$ cat src/rtl/core/wstq_pkg.sv
// ============================================================================
// wstq_pkg
// Shared widths and command codes for the work-stealing task queue block.
// ============================================================================
package wstq_pkg;

    localparam int WORKER_W = 2;
    localparam int TASK_W   = 16;

    localparam logic CMD_PUSH = 1'b0;
    localparam logic CMD_GET  = 1'b1;

endpackage

$ cat src/rtl/core/wstq_ram.sv
// ============================================================================
// wstq_ram
// Generic single-port synchronous RAM with registered read data.
// ============================================================================
module wstq_ram #(
    parameter int WIDTH = 16,
    parameter int DEPTH = 64
) (
    input  logic                     clk,
    input  logic                     we,
    input  logic [$clog2(DEPTH)-1:0] addr,
    input  logic [WIDTH-1:0]         wdata,
    output logic [WIDTH-1:0]         rdata
);

    logic [WIDTH-1:0] mem [DEPTH];
    logic [WIDTH-1:0] rdata_reg;

    always_ff @(posedge clk)
    begin
        if (we)
        begin
            mem[addr] <= wdata;
        end
        rdata_reg <= mem[addr];
    end

    assign rdata = rdata_reg;

endmodule

$ cat src/rtl/core/work_stealing_task_queues_top.sv
// ============================================================================
// work_stealing_task_queues_top
// Per-worker ring deques of task ids with owner pop and round-robin stealing.
//
// Usage: drive command, worker and task_id with start high while busy is low;
// the item is taken at that edge and busy rises until the result goes out.
// Each item gives exactly one result, shown for one cycle with done high:
// push_ok, task_valid, task_out, was_stolen and source_queue. The receiver
// cannot stall; the result is simply presented for that one cycle.
// Each item is taken into the own-deque state, where its worker's pointers
// are read. A push, a bad worker index or an empty get with no victim ends
// there; a get served from the own deque goes on to the data state, and a
// get that probes a victim goes to the victim state, then to the data state
// if the victim is not empty. Only one item is in flight at a time; busy
// falls in the cycle the result is shown, so the next item can be taken at
// the edge that takes the result. The path is set by the single-port task
// RAM (one registered read per item) and the pointer table, which is read
// at one deque per cycle: own deque first, then the victim.
// Reset clears all bottom, top and victim pointers; the task RAM is not
// cleared since only entries between top and bottom are ever returned.
// ============================================================================
module work_stealing_task_queues_top #(
    parameter int NUM_QUEUES = 4,
    parameter int LOG_DEPTH  = 4,
    parameter int ID_BITS    = 16
) (
    input  logic                          clk,
    input  logic                          rst_n,
    input  logic                          start,
    output logic                          busy,
    input  logic                          command,
    input  logic [wstq_pkg::WORKER_W-1:0] worker,
    input  logic [wstq_pkg::TASK_W-1:0]   task_id,
    output logic                          done,
    output logic                          push_ok,
    output logic                          task_valid,
    output logic [wstq_pkg::TASK_W-1:0]   task_out,
    output logic                          was_stolen,
    output logic [wstq_pkg::WORKER_W-1:0] source_queue
);

    import wstq_pkg::*;

    localparam int QW     = (NUM_QUEUES > 1) ? $clog2(NUM_QUEUES) : 1;
    localparam int PW     = LOG_DEPTH + 1;
    localparam int DEPTH  = 1 << LOG_DEPTH;
    localparam int RAM_AW = QW + LOG_DEPTH;
    localparam int RAM_D  = 1 << RAM_AW;

    typedef enum logic [1:0] {
        ST_IDLE,
        ST_OWN,
        ST_VICT,
        ST_DATA
    } state_t;

    typedef struct packed {
        logic [PW-1:0] bot;
        logic [PW-1:0] top;
        logic [QW-1:0] vic;
    } ptr_rec_t;

    state_t   state_reg, state_next;
    ptr_rec_t ptr_reg [NUM_QUEUES];

    logic                cmd_reg;
    logic [WORKER_W-1:0] wrk_reg;
    logic [TASK_W-1:0]   id_reg;
    logic [QW-1:0]       qsel_reg, qsel_next;
    logic                steal_reg, steal_next;

    logic                done_reg, done_next;
    logic                ok_reg, ok_next;
    logic                valid_reg, valid_next;
    logic [TASK_W-1:0]   task_reg, task_next;
    logic                stolen_reg, stolen_next;
    logic [WORKER_W-1:0] src_reg, src_next;

    logic          accept;
    logic          in_range;
    logic [QW-1:0] wq;
    logic [QW-1:0] ptr_addr;
    ptr_rec_t      rec;
    ptr_rec_t      ptr_wd;
    logic          ptr_we;
    logic [PW-1:0] fill;
    logic [PW-1:0] bot_dec;
    logic [QW-1:0] vic_sel;
    logic [QW-1:0] vic_adv;

    logic                 ram_we;
    logic [QW-1:0]        ram_q;
    logic [LOG_DEPTH-1:0] ram_slot;
    logic [ID_BITS-1:0]   ram_wdata;
    logic [ID_BITS-1:0]   ram_rdata;
    logic [63:0]          id_wide;
    logic [63:0]          rd_wide;

    function automatic logic [QW-1:0] q_wrap_inc(input logic [QW-1:0] q);
        logic [QW-1:0] r;
        if (q == QW'(NUM_QUEUES - 1))
        begin
            r = '0;
        end
        else
        begin
            r = q + QW'(1);
        end
        return r;
    endfunction

    assign accept   = start && !busy;
    assign busy     = (state_reg != ST_IDLE);
    assign in_range = ({30'd0, wrk_reg} < 32'(NUM_QUEUES));
    assign wq       = in_range ? QW'(wrk_reg) : '0;
    assign ptr_addr = (state_reg == ST_VICT) ? qsel_reg : wq;
    assign rec      = ptr_reg[ptr_addr];
    assign fill     = rec.bot - rec.top;
    assign bot_dec  = rec.bot - PW'(1);
    assign vic_sel  = (rec.vic == wq) ? q_wrap_inc(rec.vic) : rec.vic;
    assign vic_adv  = q_wrap_inc(vic_sel);

    assign id_wide   = 64'(id_reg);
    assign ram_wdata = id_wide[ID_BITS-1:0];
    assign rd_wide   = 64'(ram_rdata);

    wstq_ram #(
        .WIDTH (ID_BITS),
        .DEPTH (RAM_D)
    ) u_task_ram (
        .clk   (clk),
        .we    (ram_we),
        .addr  ({ram_q, ram_slot}),
        .wdata (ram_wdata),
        .rdata (ram_rdata)
    );

    always_comb
    begin
        state_next  = state_reg;
        qsel_next   = qsel_reg;
        steal_next  = steal_reg;
        done_next   = 1'b0;
        ok_next     = 1'b0;
        valid_next  = 1'b0;
        task_next   = '0;
        stolen_next = 1'b0;
        src_next    = '0;
        ptr_we      = 1'b0;
        ptr_wd      = rec;
        ram_we      = 1'b0;
        ram_q       = wq;
        ram_slot    = rec.bot[LOG_DEPTH-1:0];

        unique case (state_reg)
            ST_IDLE:
            begin
                if (accept)
                begin
                    state_next = ST_OWN;
                end
            end
            ST_OWN:
            begin
                if (!in_range)
                begin
                    done_next  = 1'b1;
                    state_next = ST_IDLE;
                end
                else if (cmd_reg == CMD_PUSH)
                begin
                    if (fill < PW'(DEPTH - 1))
                    begin
                        ram_we     = 1'b1;
                        ptr_we     = 1'b1;
                        ptr_wd.bot = rec.bot + PW'(1);
                        ok_next    = 1'b1;
                    end
                    done_next  = 1'b1;
                    state_next = ST_IDLE;
                end
                else if (fill != '0)
                begin
                    ram_slot = bot_dec[LOG_DEPTH-1:0];
                    ptr_we   = 1'b1;
                    if (fill == PW'(1))
                    begin
                        ptr_wd.top = rec.top + PW'(1);
                    end
                    else
                    begin
                        ptr_wd.bot = bot_dec;
                    end
                    qsel_next  = wq;
                    steal_next = 1'b0;
                    state_next = ST_DATA;
                end
                else if (vic_sel != wq)
                begin
                    ptr_we     = 1'b1;
                    ptr_wd.vic = vic_adv;
                    qsel_next  = vic_sel;
                    state_next = ST_VICT;
                end
                else
                begin
                    done_next  = 1'b1;
                    state_next = ST_IDLE;
                end
            end
            ST_VICT:
            begin
                if (fill != '0)
                begin
                    ram_q      = qsel_reg;
                    ram_slot   = rec.top[LOG_DEPTH-1:0];
                    ptr_we     = 1'b1;
                    ptr_wd.top = rec.top + PW'(1);
                    steal_next = 1'b1;
                    state_next = ST_DATA;
                end
                else
                begin
                    done_next  = 1'b1;
                    state_next = ST_IDLE;
                end
            end
            ST_DATA:
            begin
                done_next   = 1'b1;
                valid_next  = 1'b1;
                task_next   = rd_wide[TASK_W-1:0];
                stolen_next = steal_reg;
                src_next    = WORKER_W'(qsel_reg);
                state_next  = ST_IDLE;
            end
            default:
            begin
                state_next = ST_IDLE;
            end
        endcase
    end

    always_ff @(posedge clk or negedge rst_n)
    begin
        if (!rst_n)
        begin
            state_reg  <= ST_IDLE;
            done_reg   <= 1'b0;
            ok_reg     <= 1'b0;
            valid_reg  <= 1'b0;
            stolen_reg <= 1'b0;
            for (int i = 0; i < NUM_QUEUES; i++)
            begin
                ptr_reg[i] <= '0;
            end
        end
        else
        begin
            state_reg  <= state_next;
            done_reg   <= done_next;
            ok_reg     <= ok_next;
            valid_reg  <= valid_next;
            stolen_reg <= stolen_next;
            if (ptr_we)
            begin
                ptr_reg[ptr_addr] <= ptr_wd;
            end
        end
    end

    always_ff @(posedge clk)
    begin
        if (accept)
        begin
            cmd_reg <= command;
            wrk_reg <= worker;
            id_reg  <= task_id;
        end
        qsel_reg  <= qsel_next;
        steal_reg <= steal_next;
        task_reg  <= task_next;
        src_reg   <= src_next;
    end

    assign done         = done_reg;
    assign push_ok      = ok_reg;
    assign task_valid   = valid_reg;
    assign task_out     = task_reg;
    assign was_stolen   = stolen_reg;
    assign source_queue = src_reg;

    a_done_idle: assert property (@(posedge clk) disable iff (!rst_n)
        done_reg |-> (state_reg == ST_IDLE))
        else $error("result strobe while a request is still in flight");

    a_one_kind: assert property (@(posedge clk) disable iff (!rst_n)
        !(ok_reg && valid_reg))
        else $error("push accepted and task returned for the same item");

    a_steal_other: assert property (@(posedge clk) disable iff (!rst_n)
        stolen_reg |-> (valid_reg && (qsel_reg != QW'(wrk_reg))))
        else $error("steal reported from the requesting worker's own deque");

    a_accept_own: assert property (@(posedge clk) disable iff (!rst_n)
        accept |=> (state_reg == ST_OWN))
        else $error("accepted item did not start with its own deque lookup");

endmodule

$ cat config.mk
export PLATFORM = sky130hd
export DESIGN_NAME = work_stealing_task_queues_top
export DESIGN_NICKNAME = d
export VERILOG_FILES = /design/src/rtl/core/wstq_pkg.sv /design/src/rtl/core/wstq_ram.sv /design/src/rtl/core/work_stealing_task_queues_top.sv
export SDC_FILE = /design/constraint.sdc
export NUM_CORES = 1
export LEC_CHECK = 0
export ABC_AREA = 1
export BUFFER_PORTS_ARGS = -buffer_cell sky130_fd_sc_hd__buf_2
export CORE_ASPECT_RATIO = 1.25
export CORE_MARGIN = 3
export CORE_UTILIZATION = 30
export CTS_BUF_LIST = sky130_fd_sc_hd__clkbuf_4 sky130_fd_sc_hd__clkbuf_8 sky130_fd_sc_hd__clkbuf_16
export CTS_CLUSTER_DIAMETER = 30
export DETAILED_ROUTE_END_ITERATION = 6
export PLACE_DENSITY = 0.5
export SLEW_MARGIN = 30
export SYNTH_ARGS = -nofsm -noshare
export SYNTH_HDL_FRONTEND = slang
export SYNTH_SLANG_ARGS = --single-unit
$ cat constraint.sdc
create_clock -name clk -period 5.5 [get_ports clk]
set_input_delay 0.275 -clock clk [delete_from_list [all_inputs] [get_ports clk]]
set_output_delay 0.275 -clock clk [all_outputs]
set_load 0.005 [all_outputs]
==> flow_summary.json, run 1 <==
{
  "nFillCells": 15150,
  "die_w_um": 361.6,
  "cts_made_buffers": 235,
  "tightest_slew_ps": 1016,
  "critPathKind": "reg -> reg",
  "antenna_cells": 0,
  "vias": 33380,
  "start_util_pct": 30.30,
  "finalHoldViolCount": 0,
  "finalCritPeriodShare_pct": 94.19,
  "dr.pass1.iters": 6,
  "setup-violations-final": 0,
  "worstPathRequired_ps": 6200,
  "antenna_found_initial": 1,
  "ys_dominant_reg_cell": "edfxtp_1",
  "overflow": 0,
  "synthXorXnorAreaFrac_pct": 0.2190,
  "rows": 162,
  "crit_fanout": 68,
  "io_pins": 45,
  "status": "completed",
  "layout.nets": 4806,
  "fp.dieH_um": 450.5,
  "grt_pass1_vias": 33260,
  "clkTransAtPathRegs_ps": 50,
  "r2r_slack_ps": 320,
  "ctsHtreeMaxLevel": 4,
  "yosys.area_share.simple_pct": 23.59,
  "clockRootBuffer": "clkbuf_16",
  "dr.first_iter.drc_count": 2902,
  "synthTopCellsByArea": "edfxtp_1 (66%), nand2_1 (18%), nand3_1 (4.5%)",
  "yosys.cell_types.count": 43,
  "synth_seq_area_share_pct": 70.54,
  "final_common_cell": "nand2_1",
  "yosys_warnings": 0,
  "synthesis.nets": 4536,
  "cp.arrival_ps": 5880,
  "crit_path_end_kind": "flip-flop",
  "largest_reg_flops": 1024,
  "clockBufferDepth": 3,
  "syn_avg_cell_area_um2": 10.53,
  "layout_common_cells": "nand2_1 (2211), edfxtp_1 (1046), nand3_1 (425)",
  "dp_hpwl_um": 83490,
  "drc": 0,
  "synth-seq-cells": 1134,
  "worst_hold_path_type": "in -> async",
  "final_layout_size_suffix_gt1_share_pct": 14.69,
  "cts.sinks": 1134,
  "grt_pass1_wl_um": 218400,
  "muxShareOfSynthArea_pct": 0,
  "crit_top_cell": "nand2_1",
  "grt_usage_pct": 17.77,
  "core_area_um2": 156500,
  "cpPeakStageDelay_ps": 400,
  "synth_compound_area_share_pct": 2.468,
  "final_area_um2": 60250,
  "synth_edf_count": 1046,
  "r2r_end": "u_task_ram.rdata[12]",
  "area_delta_synth_final_pct": 27.09,
  "drv_slew": 0,
  "synth_top_cell_by_area": "edfxtp_1",
  "max-cap-violations": 0,
  "syn-cell-area_um2": 47410,
  "synth_top_family_by_area": "simple AND/OR/NAND/NOR gates",
  "port_buffers": 44,
  "netlist_instances": 4503,
  "wl_per_cell_um": 20.84,
  "viasPerCell": 4.747,
  "dieArea_um2": 162900,
  "ant_nets": 0,
  "cts_tree": "built",
  "start_kind": "flip-flop",
  "r2r_start": "state_reg[0]",
  "synth_top_area_share_pct": 66.25,
  "placed_cell_area_um2": 51350,
  "routed_wl_um": 146500,
  "gp_congestion": 0.8558,
  "synth_fa_ha_area_share_pct": 0.2903,
  "final.min_clock_period_ps": 5180,
  "rr_worst_depth": 31,
  "cpMaxStageDelayCell": "dfrtp_1",
  "skew_ps": 82.94,
  "synthArstFlopShare_pct": 4.762,
  "fmax_mhz": 193.0,
  "clk_latency_ps": 830,
  "maxSlewHeadroom_pct": 32.26,
  "grt_max_degree": 161
}
[cell type report]
class	count	area, um^2	share of cell area, %
clock buffers	274	6242	10.36
multi-input cells	3054	12830	21.29
inverters	84	320.3	0.5316
flip-flops and latches	1134	33440	55.50
clock inverters	173	2136	3.545
well taps	2050	2565	4.257
repair buffers	264	2720	4.514
[worst max-delay path by stage]
stage,from,end,slack (ps),cells past startpoint
2_1_floorplan,state_reg[0],u_task_ram.mem[24][0],270,27
3_3_place_gp,state_reg[0],u_task_ram.rdata[5],-400,33
3_5_place_dp,state_reg[0],u_task_ram.rdata[5],-500,32
4_1_cts,state_reg[0],u_task_ram.rdata[3],110,31
5_1_grt,state_reg[0],u_task_ram.rdata[9],-8,30
6_report,state_reg[0],u_task_ram.rdata[12],320,31
[critical path: cells and delay by family (launching register included)]
family / cells / cell delay [ps]
AND/OR/NAND/NOR: 16 / 2140
buffers and inverters: 8 / 990
AO/OA/AOI/OAI: 3 / 580
flip-flops: 1 / 400
XOR/XNOR: 1 / 260
adder cells (fa/ha/maj): 3 / 620
[cell usage after synthesis (2+ instances only)]
| cell | number |
|---|---|
| o21a_1 | 4 |
| clkinv_1 | 2 |
| dfxtp_1 | 34 |
| a221oi_1 | 2 |
| a21oi_2 | 2 |
| xor2_1 | 9 |
| edfxtp_1 | 1046 |
| dfrtp_1 | 54 |
| nand2_1 | 2221 |
| buf_1 | 20 |
| inv_1 | 78 |
| o22ai_1 | 8 |
| clkbuf_1 | 93 |
| o21ai_0 | 73 |
| buf_2 | 109 |
| nor2_2 | 6 |
| inv_2 | 4 |
| buf_6 | 4 |
| buf_4 | 6 |
| ha_1 | 11 |
| nand4_1 | 3 |
| o21ai_1 | 105 |
| nand3_1 | 427 |
| nor2_1 | 137 |
| nand2_2 | 14 |
| a21oi_1 | 14 |
[cell families (layout without fill, tap and decap cells)]
logic type	after synthesis	count (layout)
flops	1134	1134
fa+ha+maj	11	11
xor+xnor	11	11
buf+inv	316	795
compound gates	218	218
simple gates	2813	2814
[layer usage]
metal	wire length [um]	GRT usage, %	part of all wire, %	vias up
li1	-	-	-	15780
met1	61760	22.83	42	16380
met2	73160	30.30	50	985
met3	7475	2.723	5.1	240
met4	4136	6.523	2.8	0
met5	0	0	0	-
[per-stage QoR]
step | hold WS (ps) | std cells | TNS (ps) | utilization (%) | setup WS (ps)
6_report | 141.4 | 7033 | 0 | 38.51 | 319.8
4_1_cts | 80.40 | 7023 | 0 | 38.37 | 111.7
2_1_floorplan | -20.59 | 4503 | 0 | - | 272.4
5_1_grt | 126.2 | 7033 | -9.129 | 38.51 | -7.967
3_3_place_gp | 448.3 | 6550 | -19290 | 32.81 | -398.8
3_5_place_dp | 450.2 | 6550 | -2396 | 32.81 | -498.7
[timing repair]
item | 4_1_cts | 5_1_grt
pin swaps | 3 | 9
buffers inserted | 4 | 8
endpoints found under the setup margin | 9 | 852
endpoints found under the hold margin | 75 | 0
gates cloned | 1 | 1
resized for setup | 20 | 31
hold buffers | 21 | 0
Power of run 1 is not shown: default switching activity piles up to over one toggle a cycle in this logic, so the estimate is an artifact.
==> run 2, diff against run 1 <==
--- a/config.mk
+++ b/config.mk
@@ -13,7 +13,7 @@
 export CTS_BUF_LIST = sky130_fd_sc_hd__clkbuf_4 sky130_fd_sc_hd__clkbuf_8 sky130_fd_sc_hd__clkbuf_16
 export CTS_CLUSTER_DIAMETER = 30
 export DETAILED_ROUTE_END_ITERATION = 6
-export PLACE_DENSITY = 0.5
+export PLACE_DENSITY = 0.49
 export SLEW_MARGIN = 30
 export SYNTH_ARGS = -nofsm -noshare
 export SYNTH_HDL_FRONTEND = slang
==> constraint.sdc (replaced) <==
create_clock -name clk -period 5.8 [get_ports clk]
set_input_delay 0.29 -clock clk [delete_from_list [all_inputs] [get_ports clk]]
set_output_delay 0.29 -clock clk [all_outputs]
set_load 0.005 [all_outputs]
==> flow_summary.json, run 2 (synthesized netlist as in run 1, its figures left out) <==
{
  "cts_made_buffers": 234,
  "gp_congestion": 0.8441,
  "dr.pass1.iters": 5,
  "area_delta_synth_final_pct": 26.40,
  "crit_fanout": 34,
  "rows": 162,
  "vias": 32960,
  "grt_usage_pct": 17.22,
  "dr.first_iter.drc_count": 2513,
  "finalHoldViolCount": 0,
  "overflow": 0,
  "grt_max_degree": 182,
  "drc": 0,
  "clockBufferDepth": 3,
  "grt_pass1_wl_um": 211700,
  "r2r_start": "state_reg[0]",
  "die_w_um": 361.6,
  "r2r_end": "u_task_ram.rdata[11]",
  "cpMaxStageDelayCell": "o21ai_0",
  "crit_top_cell": "nand2_1",
  "antenna_found_initial": 1,
  "cts_tree": "built",
  "worst_hold_path_type": "in -> async",
  "critPathKind": "reg -> reg",
  "ctsHtreeMaxLevel": 4,
  "cpPeakStageDelay_ps": 410,
  "start_util_pct": 30.30,
  "dp_hpwl_um": 82120,
  "skew_ps": 52.17,
  "cp.arrival_ps": 6190,
  "core_area_um2": 156500,
  "rr_worst_depth": 32,
  "viasPerCell": 4.689,
  "worstPathRequired_ps": 6490,
  "final_layout_size_suffix_gt1_share_pct": 14.36,
  "fp.dieH_um": 450.5,
  "routed_wl_um": 142400,
  "place_ws_ps": -338.6,
  "start_kind": "flip-flop",
  "stdcell_count": 7030,
  "setup-violations-final": 0,
  "fin_ws_ps": 296.8,
  "rsz0062_at_grt": "yes",
  "tightest_slew_ps": 1030,
  "regArea_um2": 33440,
  "maxSlewHeadroom_pct": 31.32,
  "max-cap-violations": 0,
  "place_inst": 6558,
  "placed_cell_area_um2": 51030,
  "drv_slew": 0,
  "final_common_cell": "nand2_1",
  "largest_reg_flops": 1024,
  "ant_nets": 0,
  "nFillCells": 15120,
  "grt_pass1_vias": 33000,
  "fmax_mhz": 181.7,
  "multi_input_area_um2": 12700,
  "final_area_um2": 59930,
  "dieArea_um2": 162900,
  "io_pins": 45,
  "port_buffers": 44,
  "clkTransAtPathRegs_ps": 50,
  "clockRootBuffer": "clkbuf_16",
  "clk_latency_ps": 830,
  "layout_common_cells": "nand2_1 (2215), edfxtp_1 (1046), nand3_1 (427)",
  "final.min_clock_period_ps": 5503,
  "finalCritPeriodShare_pct": 94.88,
  "status": "completed",
  "crit_path_end_kind": "flip-flop",
  "cts.sinks": 1134,
  "wl_per_cell_um": 20.26,
  "r2r_slack_ps": 300,
  "layout.nets": 4802
}
[run 2: cell count changes in the layout (fill, tap and decap cells not counted), sizes merged, moves of 2 or more]
cell    change
clkbuf     -17
inv         +3
diode       +2
bufinv     +11
[run 2: worst max-delay path: cells and delay by family (launching register included)]
| family | cells | cell delay, ps |
|---|---|---|
| DFF | 1 | 390 |
| adders and majority gates | 3 | 640 |
| buffers and inverters | 8 | 1050 |
| and+or+nand+nor | 18 | 2510 |
| AOI/OAI and AO/OA | 2 | 530 |
| xor gates and xnor gates | 1 | 240 |
[run 2: final cells by class]
cell class	count	share of cell area [%]
Antenna cell	2	0.008351
Clock buffer	258	10.13
Clock inverter	187	4.146
Inverter	84	0.5345
Multi-Input combinational cell	3053	21.19
Sequential cell	1134	55.80
Tap cell	2050	4.280
Timing Repair Buffer	262	3.900
[run 2: metrics by stage]
step / setup TNS, ps / hold WS (ps) / utilization (%)
6_report: 0 / 148.6 / 38.30
5_1_grt: -98.30 / 160.0 / 38.29
4_1_cts: 0 / 110.6 / 38.23
3_5_place_dp: -122570 / 455.1 / 32.61
3_3_place_gp: -88260 / 456.8 / 32.61
2_1_floorplan: 0 / -5.591 / -
[run 2: per-layer routing]
metal,vias to the layer above,wire length (um),global-route usage [%]
li1,15740,-,-
met1,16050,60510,22.08
met2,913,70060,29.22
met3,261,7033,2.675
met4,0,4793,6.696
met5,-,0,0
[run 2: worst max path at each step]
stage	startpoint	end	slack, ps	cells after the start
2_1_floorplan	state_reg[0]	u_task_ram.mem[24][0]	570	27
3_3_place_gp	state_reg[0]	u_task_ram.mem[18][7]	-290	27
3_5_place_dp	state_reg[0]	u_task_ram.mem[18][7]	-340	26
4_1_cts	state_reg[0]	u_task_ram.mem[45][0]	5	29
5_1_grt	state_reg[0]	u_task_ram.rdata[5]	-50	35
6_report	state_reg[0]	u_task_ram.rdata[11]	300	32
[run 2: repair_timing]
action / 4_1_cts / 5_1_grt
cloned: 0 / 0
endpoints found under the setup margin: 641 / 994
hold buffers: 21 / 0
buffers inserted: 0 / 2
endpoints found under the hold margin: 75 / 0
gates resized for setup: 8 / 10
Power of run 2 is left out for the same reason.
